## config.mk

```make
export PLATFORM = sky130hd
export DESIGN_NAME = multi_client_timeout_scheduler
export DESIGN_NICKNAME = d
export VERILOG_FILES = /design/src/sv/mcts_pkg.sv /design/src/sv/mcts_mul.sv /design/src/sv/mcts_div.sv /design/src/sv/mcts_slots.sv /design/src/sv/multi_client_timeout_scheduler.sv
export VERILOG_INCLUDE_DIRS = /design/src /design/src/sv
export SDC_FILE = /design/constraint.sdc
export NUM_CORES = 2
export LEC_CHECK = 0
export ABC_AREA = 1
export BUFFER_PORTS_ARGS = -buffer_cell sky130_fd_sc_hd__buf_2
export CORE_ASPECT_RATIO = 1.75
export CORE_UTILIZATION = 30
export DETAILED_ROUTE_END_ITERATION = 8
export PLACE_DENSITY = 0.43
export SLEW_MARGIN = 20
export SYNTH_ARGS = -nofsm -noshare
export SYNTH_HDL_FRONTEND = slang
export SYNTH_SLANG_ARGS = --single-unit
```

## constraint.sdc

```tcl
create_clock -name clock -period 11.9 [get_ports clock]
set_input_delay 2.38 -clock clock [delete_from_list [all_inputs] [get_ports clock]]
set_output_delay 2.38 -clock clock [all_outputs]
set_load 0.02 [all_outputs]
```

## src/sv/multi_client_timeout_scheduler_assert.svh

```systemverilog
// ----------------------------------------------------------------------------
// multi_client_timeout_scheduler assertion macros
// checks are clocked on clock and held off while reset is high
// ----------------------------------------------------------------------------
`ifndef MULTI_CLIENT_TIMEOUT_SCHEDULER_ASSERT_SVH
`define MULTI_CLIENT_TIMEOUT_SCHEDULER_ASSERT_SVH

// same-cycle implication
`define MCTS_ASSERT_IMP(label, ante, cons, msg) \
   label: assert property (@(posedge clock) disable iff (reset) (ante) |-> (cons)) \
      else $error(msg);

// next-cycle implication
`define MCTS_ASSERT_NXT(label, ante, cons, msg) \
   label: assert property (@(posedge clock) disable iff (reset) (ante) |=> (cons)) \
      else $error(msg);

`endif

```

## src/sv/mcts_pkg.sv

```systemverilog
`timescale 1ns / 1ps
// ----------------------------------------------------------------------------
// mcts_pkg
// shared types and constants of the multi-client timeout scheduler
// ----------------------------------------------------------------------------
package mcts_pkg;

   localparam int NUM_CLIENTS = 6;
   localparam int SLOT_IDX_W  = (NUM_CLIENTS > 1) ? $clog2(NUM_CLIENTS) : 1;
   localparam int MASK_W      = 6;

   localparam logic [31:0] NS_SCALE     = 32'd1000000;
   localparam logic [31:0] PERIOD_RESET = 32'd69841279;

   localparam int DIV_STEPS = 64;
   localparam int DIV_CNT_W = $clog2(DIV_STEPS);

   localparam logic [1:0] CMD_READ = 2'd0;
   localparam logic [1:0] CMD_SET  = 2'd1;
   localparam logic [1:0] CMD_IRQ  = 2'd2;

   typedef struct packed {
      logic [1:0]  cmd;
      logic [2:0]  client;
      logic [63:0] delay_ns;
      logic [63:0] counter_ticks;
   } req_type;

   typedef struct packed {
      logic [63:0]       time_ns;
      logic [MASK_W-1:0] expired_mask;
      logic              comparator_write;
      logic [63:0]       comparator_ticks;
   } rsp_type;

   typedef struct packed {
      logic        start;
      logic [63:0] dividend;
      logic [31:0] divisor;
   } div_req_type;

   typedef struct packed {
      logic        done;
      logic [63:0] quotient;
   } div_rsp_type;

   typedef struct packed {
      logic                  start;
      logic                  set_en;
      logic [SLOT_IDX_W-1:0] set_idx;
      logic [63:0]           set_value;
      logic [63:0]           now;
   } scan_req_type;

   typedef struct packed {
      logic              done;
      logic [MASK_W-1:0] mask;
      logic [63:0]       earliest;
   } scan_rsp_type;

endpackage

```

## src/sv/mcts_mul.sv

```systemverilog
`timescale 1ns / 1ps
// ----------------------------------------------------------------------------
// mcts_mul
// shared 32x32 multiplier with registered 64-bit product
// ----------------------------------------------------------------------------
module mcts_mul (
   input  logic        clock,
   input  logic [31:0] mul_a,
   input  logic [31:0] mul_b,
   output logic [63:0] mul_prod
);

   logic [63:0] prod_ff;
   logic [63:0] prod_in;

   assign prod_in  = 64'(mul_a) * 64'(mul_b);
   assign mul_prod = prod_ff;

   always_ff @(posedge clock) begin
      prod_ff <= prod_in;
   end

endmodule

```

## src/sv/mcts_div.sv

```systemverilog
`timescale 1ns / 1ps
// ----------------------------------------------------------------------------
// mcts_div
// restoring divider, 64-bit dividend by 32-bit divisor, one quotient bit a cycle
// ----------------------------------------------------------------------------
module mcts_div (
   input  logic                 clock,
   input  logic                 reset,
   input  mcts_pkg::div_req_type div_req,
   output mcts_pkg::div_rsp_type div_rsp
);
   import mcts_pkg::*;

   logic                 busy_ff, busy_in;
   logic                 done_ff, done_in;
   logic [DIV_CNT_W-1:0] cnt_ff, cnt_in;
   logic [31:0]          rem_ff, rem_in;
   logic [63:0]          quo_ff, quo_in;
   logic [31:0]          divisor_ff, divisor_in;
   logic [32:0]          shifted;
   logic [32:0]          diff;
   logic                 ge;

   // a zero divisor makes every step succeed, so the quotient saturates to all ones
   assign shifted = {rem_ff, quo_ff[63]};
   assign ge      = shifted >= {1'b0, divisor_ff};
   assign diff    = shifted - {1'b0, divisor_ff};

   always_comb begin
      busy_in    = busy_ff;
      done_in    = 1'b0;
      cnt_in     = cnt_ff;
      rem_in     = rem_ff;
      quo_in     = quo_ff;
      divisor_in = divisor_ff;
      if (div_req.start) begin
         busy_in    = 1'b1;
         cnt_in     = '0;
         rem_in     = '0;
         quo_in     = div_req.dividend;
         divisor_in = div_req.divisor;
      end else if (busy_ff) begin
         rem_in = ge ? diff[31:0] : shifted[31:0];
         quo_in = {quo_ff[62:0], ge};
         cnt_in = cnt_ff + 1'b1;
         if (cnt_ff == DIV_CNT_W'(DIV_STEPS - 1)) begin
            busy_in = 1'b0;
            done_in = 1'b1;
         end
      end
   end

   always_ff @(posedge clock) begin
      cnt_ff     <= cnt_in;
      rem_ff     <= rem_in;
      quo_ff     <= quo_in;
      divisor_ff <= divisor_in;
      if (reset) begin
         busy_ff <= 1'b0;
         done_ff <= 1'b0;
      end else begin
         busy_ff <= busy_in;
         done_ff <= done_in;
      end
   end

   assign div_rsp.done     = done_ff;
   assign div_rsp.quotient = quo_ff;

endmodule

```

## src/sv/mcts_slots.sv

```systemverilog
`timescale 1ns / 1ps
// ----------------------------------------------------------------------------
// mcts_slots
// client deadline store with a one-slot-per-cycle expiry and minimum scan
// ----------------------------------------------------------------------------
module mcts_slots (
   input  logic                   clock,
   input  logic                   reset,
   input  mcts_pkg::scan_req_type scan_req,
   output mcts_pkg::scan_rsp_type scan_rsp
);
   import mcts_pkg::*;

   typedef enum logic {
      SL_IDLE,
      SL_SCAN
   } state_type;

   state_type             state_ff, state_in;
   logic [63:0]           store_ff [NUM_CLIENTS];
   logic [63:0]           store_in [NUM_CLIENTS];
   logic [SLOT_IDX_W-1:0] idx_ff, idx_in;
   logic [MASK_W-1:0]     mask_ff, mask_in;
   logic [63:0]           earliest_ff, earliest_in;
   logic [63:0]           now_ff, now_in;
   logic                  done_ff, done_in;
   logic [63:0]           cur;

   assign cur = store_ff[idx_ff];

   always_comb begin
      state_in    = state_ff;
      store_in    = store_ff;
      idx_in      = idx_ff;
      mask_in     = mask_ff;
      earliest_in = earliest_ff;
      now_in      = now_ff;
      done_in     = 1'b0;
      case (state_ff)
         SL_IDLE: begin
            if (scan_req.start) begin
               if (scan_req.set_en) begin
                  store_in[scan_req.set_idx] = scan_req.set_value;
               end
               now_in      = scan_req.now;
               idx_in      = '0;
               mask_in     = '0;
               earliest_in = '1;
               state_in    = SL_SCAN;
            end
         end
         SL_SCAN: begin
            if (cur <= now_ff) begin
               // slots past the mask width shift out of the mask
               mask_in          = mask_ff | (MASK_W'(1) << idx_ff);
               store_in[idx_ff] = '1;
            end else if (cur < earliest_ff) begin
               earliest_in = cur;
            end
            idx_in = idx_ff + 1'b1;
            if (idx_ff == SLOT_IDX_W'(NUM_CLIENTS - 1)) begin
               done_in  = 1'b1;
               state_in = SL_IDLE;
            end
         end
         default: begin
            state_in = SL_IDLE;
         end
      endcase
   end

   always_ff @(posedge clock) begin
      idx_ff      <= idx_in;
      mask_ff     <= mask_in;
      earliest_ff <= earliest_in;
      now_ff      <= now_in;
      if (reset) begin
         state_ff <= SL_IDLE;
         done_ff  <= 1'b0;
         for (int k = 0; k < NUM_CLIENTS; k++) begin
            store_ff[k] <= '1;
         end
      end else begin
         state_ff <= state_in;
         done_ff  <= done_in;
         store_ff <= store_in;
      end
   end

   assign scan_rsp.done     = done_ff;
   assign scan_rsp.mask     = mask_ff;
   assign scan_rsp.earliest = earliest_ff;

endmodule

```

## src/sv/multi_client_timeout_scheduler.sv

```systemverilog
`timescale 1ns / 1ps
`include "multi_client_timeout_scheduler_assert.svh"
// ----------------------------------------------------------------------------
// multi_client_timeout_scheduler
// per-client deadline timer that expires due clients and reprograms the
// comparator for the earliest pending deadline
//
//   channel   direction  handshake            payload
//   req       in         req_valid/req_stall  req_data (mcts_pkg::req_type)
//   rsp       out        rsp_valid/rsp_stall  rsp_data (mcts_pkg::rsp_type)
//   csr       in         csr_write_enable     csr_write_data (tick period, fs)
//
// one request at a time; each tick/ns conversion is two passes through the
// shared 32x32 multiplier and 64 steps of the bit-serial divider
// the response is registered after the tick-to-ns conversion for read time,
// after it and the slot scan for set or interrupt, and after a second
// conversion to ticks when the comparator is rewritten; req_stall drops
// as the response is registered; synchronous reset empties every client slot
// a new request is taken while the previous response waits under rsp_stall
// ----------------------------------------------------------------------------
module multi_client_timeout_scheduler (
   input  logic              clock,
   input  logic              reset,
   input  logic              req_valid,
   output logic              req_stall,
   input  mcts_pkg::req_type req_data,
   output logic              rsp_valid,
   input  logic              rsp_stall,
   output mcts_pkg::rsp_type rsp_data,
   input  logic              csr_write_enable,
   input  logic [31:0]       csr_write_data
);
   import mcts_pkg::*;

   typedef enum logic [2:0] {
      ST_IDLE,
      ST_MUL_LO,
      ST_MUL_HI,
      ST_MUL_SUM,
      ST_DIV_WAIT,
      ST_SCAN_WAIT,
      ST_DONE
   } state_type;

   state_type         state_ff, state_in;
   req_type           req_ff, req_in;
   rsp_type           rsp_ff, rsp_in;
   logic              rsp_valid_ff, rsp_valid_in;
   logic [31:0]       period_ff, period_in;
   logic              phase_ff, phase_in;
   logic [63:0]       acc_ff, acc_in;
   logic [63:0]       now_ff, now_in;
   logic [63:0]       earliest_ff, earliest_in;
   logic [MASK_W-1:0] mask_ff, mask_in;
   logic              wr_ff, wr_in;
   logic [63:0]       cmp_ff, cmp_in;

   logic [31:0]  mul_a, mul_b;
   logic [63:0]  mul_prod;
   logic [63:0]  mul_src;
   div_req_type  div_req;
   div_rsp_type  div_rsp;
   scan_req_type scan_req;
   scan_rsp_type scan_rsp;
   logic         processing;

   mcts_mul u_mul (
      .clock    (clock),
      .mul_a    (mul_a),
      .mul_b    (mul_b),
      .mul_prod (mul_prod)
   );

   mcts_div u_div (
      .clock   (clock),
      .reset   (reset),
      .div_req (div_req),
      .div_rsp (div_rsp)
   );

   mcts_slots u_slots (
      .clock    (clock),
      .reset    (reset),
      .scan_req (scan_req),
      .scan_rsp (scan_rsp)
   );

   // phase 0 converts ticks to ns, phase 1 converts the earliest deadline to ticks
   assign mul_src = phase_ff ? earliest_ff : req_ff.counter_ticks;
   assign mul_a   = (state_ff == ST_MUL_HI) ? mul_src[63:32] : mul_src[31:0];
   assign mul_b   = phase_ff ? NS_SCALE : period_ff;

   assign processing = (req_ff.cmd == CMD_SET) || (req_ff.cmd == CMD_IRQ);

   always_comb begin
      state_in     = state_ff;
      req_in       = req_ff;
      rsp_in       = rsp_ff;
      rsp_valid_in = rsp_valid_ff && rsp_stall;
      period_in    = csr_write_enable ? csr_write_data : period_ff;
      phase_in     = phase_ff;
      acc_in       = acc_ff;
      now_in       = now_ff;
      earliest_in  = earliest_ff;
      mask_in      = mask_ff;
      wr_in        = wr_ff;
      cmp_in       = cmp_ff;

      // upper partial product only contributes its low half after the shift
      div_req.start    = 1'b0;
      div_req.dividend = acc_ff + {mul_prod[31:0], 32'h0};
      div_req.divisor  = phase_ff ? period_ff : NS_SCALE;

      scan_req.start     = 1'b0;
      scan_req.set_en    = (req_ff.cmd == CMD_SET) && (32'(req_ff.client) < NUM_CLIENTS);
      scan_req.set_idx   = SLOT_IDX_W'(req_ff.client);
      scan_req.set_value = div_rsp.quotient + req_ff.delay_ns;
      scan_req.now       = div_rsp.quotient;

      case (state_ff)
         ST_IDLE: begin
            if (req_valid) begin
               req_in   = req_data;
               phase_in = 1'b0;
               mask_in  = '0;
               wr_in    = 1'b0;
               cmp_in   = '0;
               state_in = ST_MUL_LO;
            end
         end
         ST_MUL_LO: begin
            state_in = ST_MUL_HI;
         end
         ST_MUL_HI: begin
            acc_in   = mul_prod;
            state_in = ST_MUL_SUM;
         end
         ST_MUL_SUM: begin
            div_req.start = 1'b1;
            state_in      = ST_DIV_WAIT;
         end
         ST_DIV_WAIT: begin
            if (div_rsp.done) begin
               if (phase_ff) begin
                  cmp_in   = div_rsp.quotient;
                  state_in = ST_DONE;
               end else begin
                  now_in = div_rsp.quotient;
                  if (processing) begin
                     scan_req.start = 1'b1;
                     state_in       = ST_SCAN_WAIT;
                  end else begin
                     state_in = ST_DONE;
                  end
               end
            end
         end
         ST_SCAN_WAIT: begin
            if (scan_rsp.done) begin
               mask_in = scan_rsp.mask;
               if (scan_rsp.earliest != '1) begin
                  wr_in       = 1'b1;
                  earliest_in = scan_rsp.earliest;
                  phase_in    = 1'b1;
                  state_in    = ST_MUL_LO;
               end else begin
                  state_in = ST_DONE;
               end
            end
         end
         ST_DONE: begin
            if (!rsp_valid_ff || !rsp_stall) begin
               rsp_in.time_ns          = now_ff;
               rsp_in.expired_mask     = mask_ff;
               rsp_in.comparator_write = wr_ff;
               rsp_in.comparator_ticks = cmp_ff;
               rsp_valid_in            = 1'b1;
               state_in                = ST_IDLE;
            end
         end
         default: begin
            state_in = ST_IDLE;
         end
      endcase
   end

   always_ff @(posedge clock) begin
      req_ff      <= req_in;
      rsp_ff      <= rsp_in;
      phase_ff    <= phase_in;
      acc_ff      <= acc_in;
      now_ff      <= now_in;
      earliest_ff <= earliest_in;
      mask_ff     <= mask_in;
      wr_ff       <= wr_in;
      cmp_ff      <= cmp_in;
      if (reset) begin
         state_ff     <= ST_IDLE;
         rsp_valid_ff <= 1'b0;
         period_ff    <= PERIOD_RESET;
      end else begin
         state_ff     <= state_in;
         rsp_valid_ff <= rsp_valid_in;
         period_ff    <= period_in;
      end
   end

   assign req_stall = (state_ff != ST_IDLE);
   assign rsp_valid = rsp_valid_ff;
   assign rsp_data  = rsp_ff;

   `MCTS_ASSERT_NXT(a_busy_after_accept, req_valid && !req_stall, req_stall,
      "scheduler took a request without going busy")
   `MCTS_ASSERT_IMP(a_div_done_expected, div_rsp.done, state_ff == ST_DIV_WAIT,
      "divider finished while the sequencer was not waiting for it")
   `MCTS_ASSERT_IMP(a_scan_done_expected, scan_rsp.done, state_ff == ST_SCAN_WAIT,
      "slot scan finished while the sequencer was not waiting for it")
   `MCTS_ASSERT_IMP(a_cmp_zero_without_write, rsp_valid && !rsp_data.comparator_write,
      rsp_data.comparator_ticks == 64'h0,
      "comparator value set on a response without a comparator write")

endmodule

```

==> reports/qor.csv <==
stage;metric;value;unit
outcome;outcome;finished clean;
clock_network;clock slew at reported path FFs;0.07;ns
route;# DRC;0;
worst_setup_path;FF-to-FF path depth;30;
route;drt first pass iters;7;
sta;setup_tns;0;ns
worst_setup_path;Reg2Reg Setup Slack;1.90;ns
clock_network;cts hold-fix bufs;0;
sta;Max Slew Vio Count;0;
logic_synthesis;number of enable flip-flop cells after synthesis;764;
place;Port Buffers;306;
clock_network;Root Buffer;clkbuf_16;
logic_synthesis;Post-Syn Area;95600;um^2
worst_setup_path;Worst Setup Start Kind;register;
route;final WL;479000;um
worst_setup_path;Slowest cell on crit path;clkinv_2;
logic_synthesis;number of synthesized register bits;1290;
place;HPWL after DPL;365000;um
clock_network;clk_lat worst skew;0.86;ns
clock_network;TritonCTS buffer count;149;
logic_synthesis;asr flop ratio synth;0;
die;initial core utilization;0.302;
logic_synthesis;syn avg cell area;8.52;um^2
worst_setup_path;crit path kind;reg2reg;
clock_network;clock sink total;1290;
global_route;vias in the first global route;84900;
worst_setup_path;Worst path depth;30;
worst_setup_path;Reg2Reg Launch Point;wr_ff;
global_route;initial antenna violation count;40;
sta;clk_skew;0.0783;ns
clock_network;PostCTS Resize Cnt;0;
job;Max Cap Viol;0;
die;CORE AREA;316000;um^2
die;I/O pin cnt;307;
cells_and_area;Biggest register;u_slots.store_ff;
clock_network;H-tree levels;4;
worst_setup_path;Worst path most repeated cell;fa_1;
route;Iter 0 DRT Violations;7434;
logic_synthesis;synth top area cells;edfxtp_1, fa_1, dfxtp_1;
worst_setup_path;largest incremental delay on the critical path;0.79;ns
route;drt wl/cell;30.7;um
logic_synthesis;Yosys warnings;0;
worst_setup_path;WP data arrival;10.72;ns
route;DR vias;82800;
clock_network;CTS tree;yes;
global_route;first-pass GRT wire length;661000;um
cells_and_area;P&R area growth vs syn;11.7;%
route;Vias per Instance;5.31;
logic_synthesis;Distinct cells, synth;48;
clock_network;clock buffer depth;4;
sta;Hold Fails Final Rpt;0;
cells_and_area;layout cells sized above 1;0.0765;
logic_synthesis;Post-synth top cells;nand2_1, inv_1, nor2_1;
sta;min cycle time layout;10.0;ns
logic_synthesis;top cell type's share of synthesized area;0.240;
die;die width;429;um
worst_setup_path;Crit Path Max Fanout;51;
logic_synthesis;Yosys top cell by area;edfxtp_1;
cells_and_area;max FFs per register;384;
worst_setup_path;WP data required;12.62;ns
sta;fmax;100;MHz
global_route;Total GRT Usage;0.294;
worst_hold_path;class of the worst hold path;reg2reg;
worst_setup_path;Worst Setup End Kind;register;
die;area of the die;321000;um^2
logic_synthesis;most common cell in the netlist;nand2_1;
sta;period utilization;0.840;
sta;RSZ-0062 raised after global routing;false;
global_route;largest net degree at the start of global routing;227;
sta;Final Setup Violations;0;
clock_network;Post-CTS Setup Inserts;0;
worst_setup_path;CP Capture Point;u_mul.mul_prod[57];
worst_setup_path;crit path buf inv count;8;
route;Routed Antenna Nets;0;
worst_setup_path;crit path from;wr_ff;
worst_setup_path;reg-to-reg endpoint;u_mul.mul_prod[57];
die;FP Rows;273;
sta;slew margin rel.;0.133;
cells_and_area;fill count;33100;
die;die height;749;um
place;Routability Congestion;0.970;
global_route;total congestion overflow;0;
worst_setup_path;CP delay by family, top;adder cells;
logic_synthesis;synthesized instance count;11200;
sta;Slew @ Worst Pin;1.29;ns
logic_synthesis;sequential-to-total area share from yosys stat;0.350;
cells_and_area;nets;12900;
logic_synthesis;syn_nets;12800;
logic_synthesis;Main synth FF type;edfxtp_1;
final cells by class:
cell class | instances | area (um^2) | area share
diodes | 12 | 30.0 | 0.000281
clock buffers | 204 | 4140 | 0.0388
clock inverters | 51 | 435 | 0.00408
inverters | 1694 | 6370 | 0.0597
multi-input cells | 7688 | 53800 | 0.504
flip-flops and latches | 1290 | 33500 | 0.314
well taps | 4125 | 5160 | 0.0483
repair buffers | 526 | 3310 | 0.0310
cell usage in the layout (no fill, tap or decap), drive strengths merged, types with 17 or more instances in the layout:
| cell | instances |
|---|---|
| edfxtp | 764 |
| a21oi | 349 |
| dfxtp | 526 |
| nand2 | 1977 |
| fa | 899 |
| or2 | 46 |
| o22ai | 42 |
| xnor2 | 70 |
| buf | 526 |
| o21a | 18 |
| nand3 | 1147 |
| clkinv | 54 |
| a221oi | 17 |
| o21bai | 21 |
| a21o | 24 |
| xor2 | 63 |
| ha | 523 |
| nor3 | 53 |
| o21ai | 897 |
| inv | 1682 |
| nand4 | 84 |
| o211ai | 39 |
| clkbuf | 204 |
| nor2 | 1220 |
| a31oi | 24 |
| a22oi | 58 |
| nor4 | 34 |
logic make-up (layout without fill, tap and decap cells):
| logic type | after synthesis | after routing | synth area share |
|---|---|---|---|
| AO/OA/AOI/OAI | 1548 | 1548 | 0.0888 |
| buffers and inverters | 2248 | 2475 | 0.0910 |
| XOR/XNOR | 133 | 133 | 0.0122 |
| flip-flops | 1290 | 1290 | 0.350 |
| adder cells (fa/ha/maj) | 1422 | 1422 | 0.257 |
| other | 0 | 12 | 0 |
| AND/OR/NAND/NOR | 4585 | 4585 | 0.201 |
how the worst min path moves through the flow:
stage | start | to | slack [ns] | cells past startpoint
2_1_floorplan | u_mul.mul_prod[32] | acc_ff[32] | 0.39 | 0
3_3_place_gp | u_mul.mul_prod[47] | acc_ff[47] | 0.39 | 0
3_5_place_dp | u_mul.mul_prod[55] | acc_ff[55] | 0.39 | 0
4_1_cts | u_mul.mul_prod[46] | acc_ff[46] | 0.36 | 0
5_1_grt | u_mul.mul_prod[54] | acc_ff[54] | 0.38 | 0
6_report | u_mul.mul_prod[54] | acc_ff[54] | 0.39 | 0
metrics by stage:
| stage | cell area [um^2] | util | std cells | setup WS, ns | hold slack [ns] |
|---|---|---|---|---|---|
| 2_1_floorplan | 95600 | - | 11200 | 2.33 | 0.386 |
| 3_3_place_gp | 102000 | 0.323 | 15300 | 2.06 | 0.389 |
| 3_5_place_dp | 102000 | 0.323 | 15300 | 2.04 | 0.392 |
| 4_1_cts | 107000 | 0.337 | 15600 | 2.07 | 0.363 |
| 5_1_grt | 107000 | 0.337 | 15600 | 1.50 | 0.383 |
| 6_report | 107000 | 0.338 | 15600 | 1.90 | 0.388 |
metal layers:
metal  vias up  global-route usage  wire length [um]
li1      36500                   -                 -
met1     41500               0.311            166000
met2      3606               0.508            234000
met3      1155              0.0351             25000
met4         6               0.275             54200
met5         -                   0                43
Power is not shown: default switching activity piles up to over one toggle a cycle in this logic, so the estimate is an artifact.
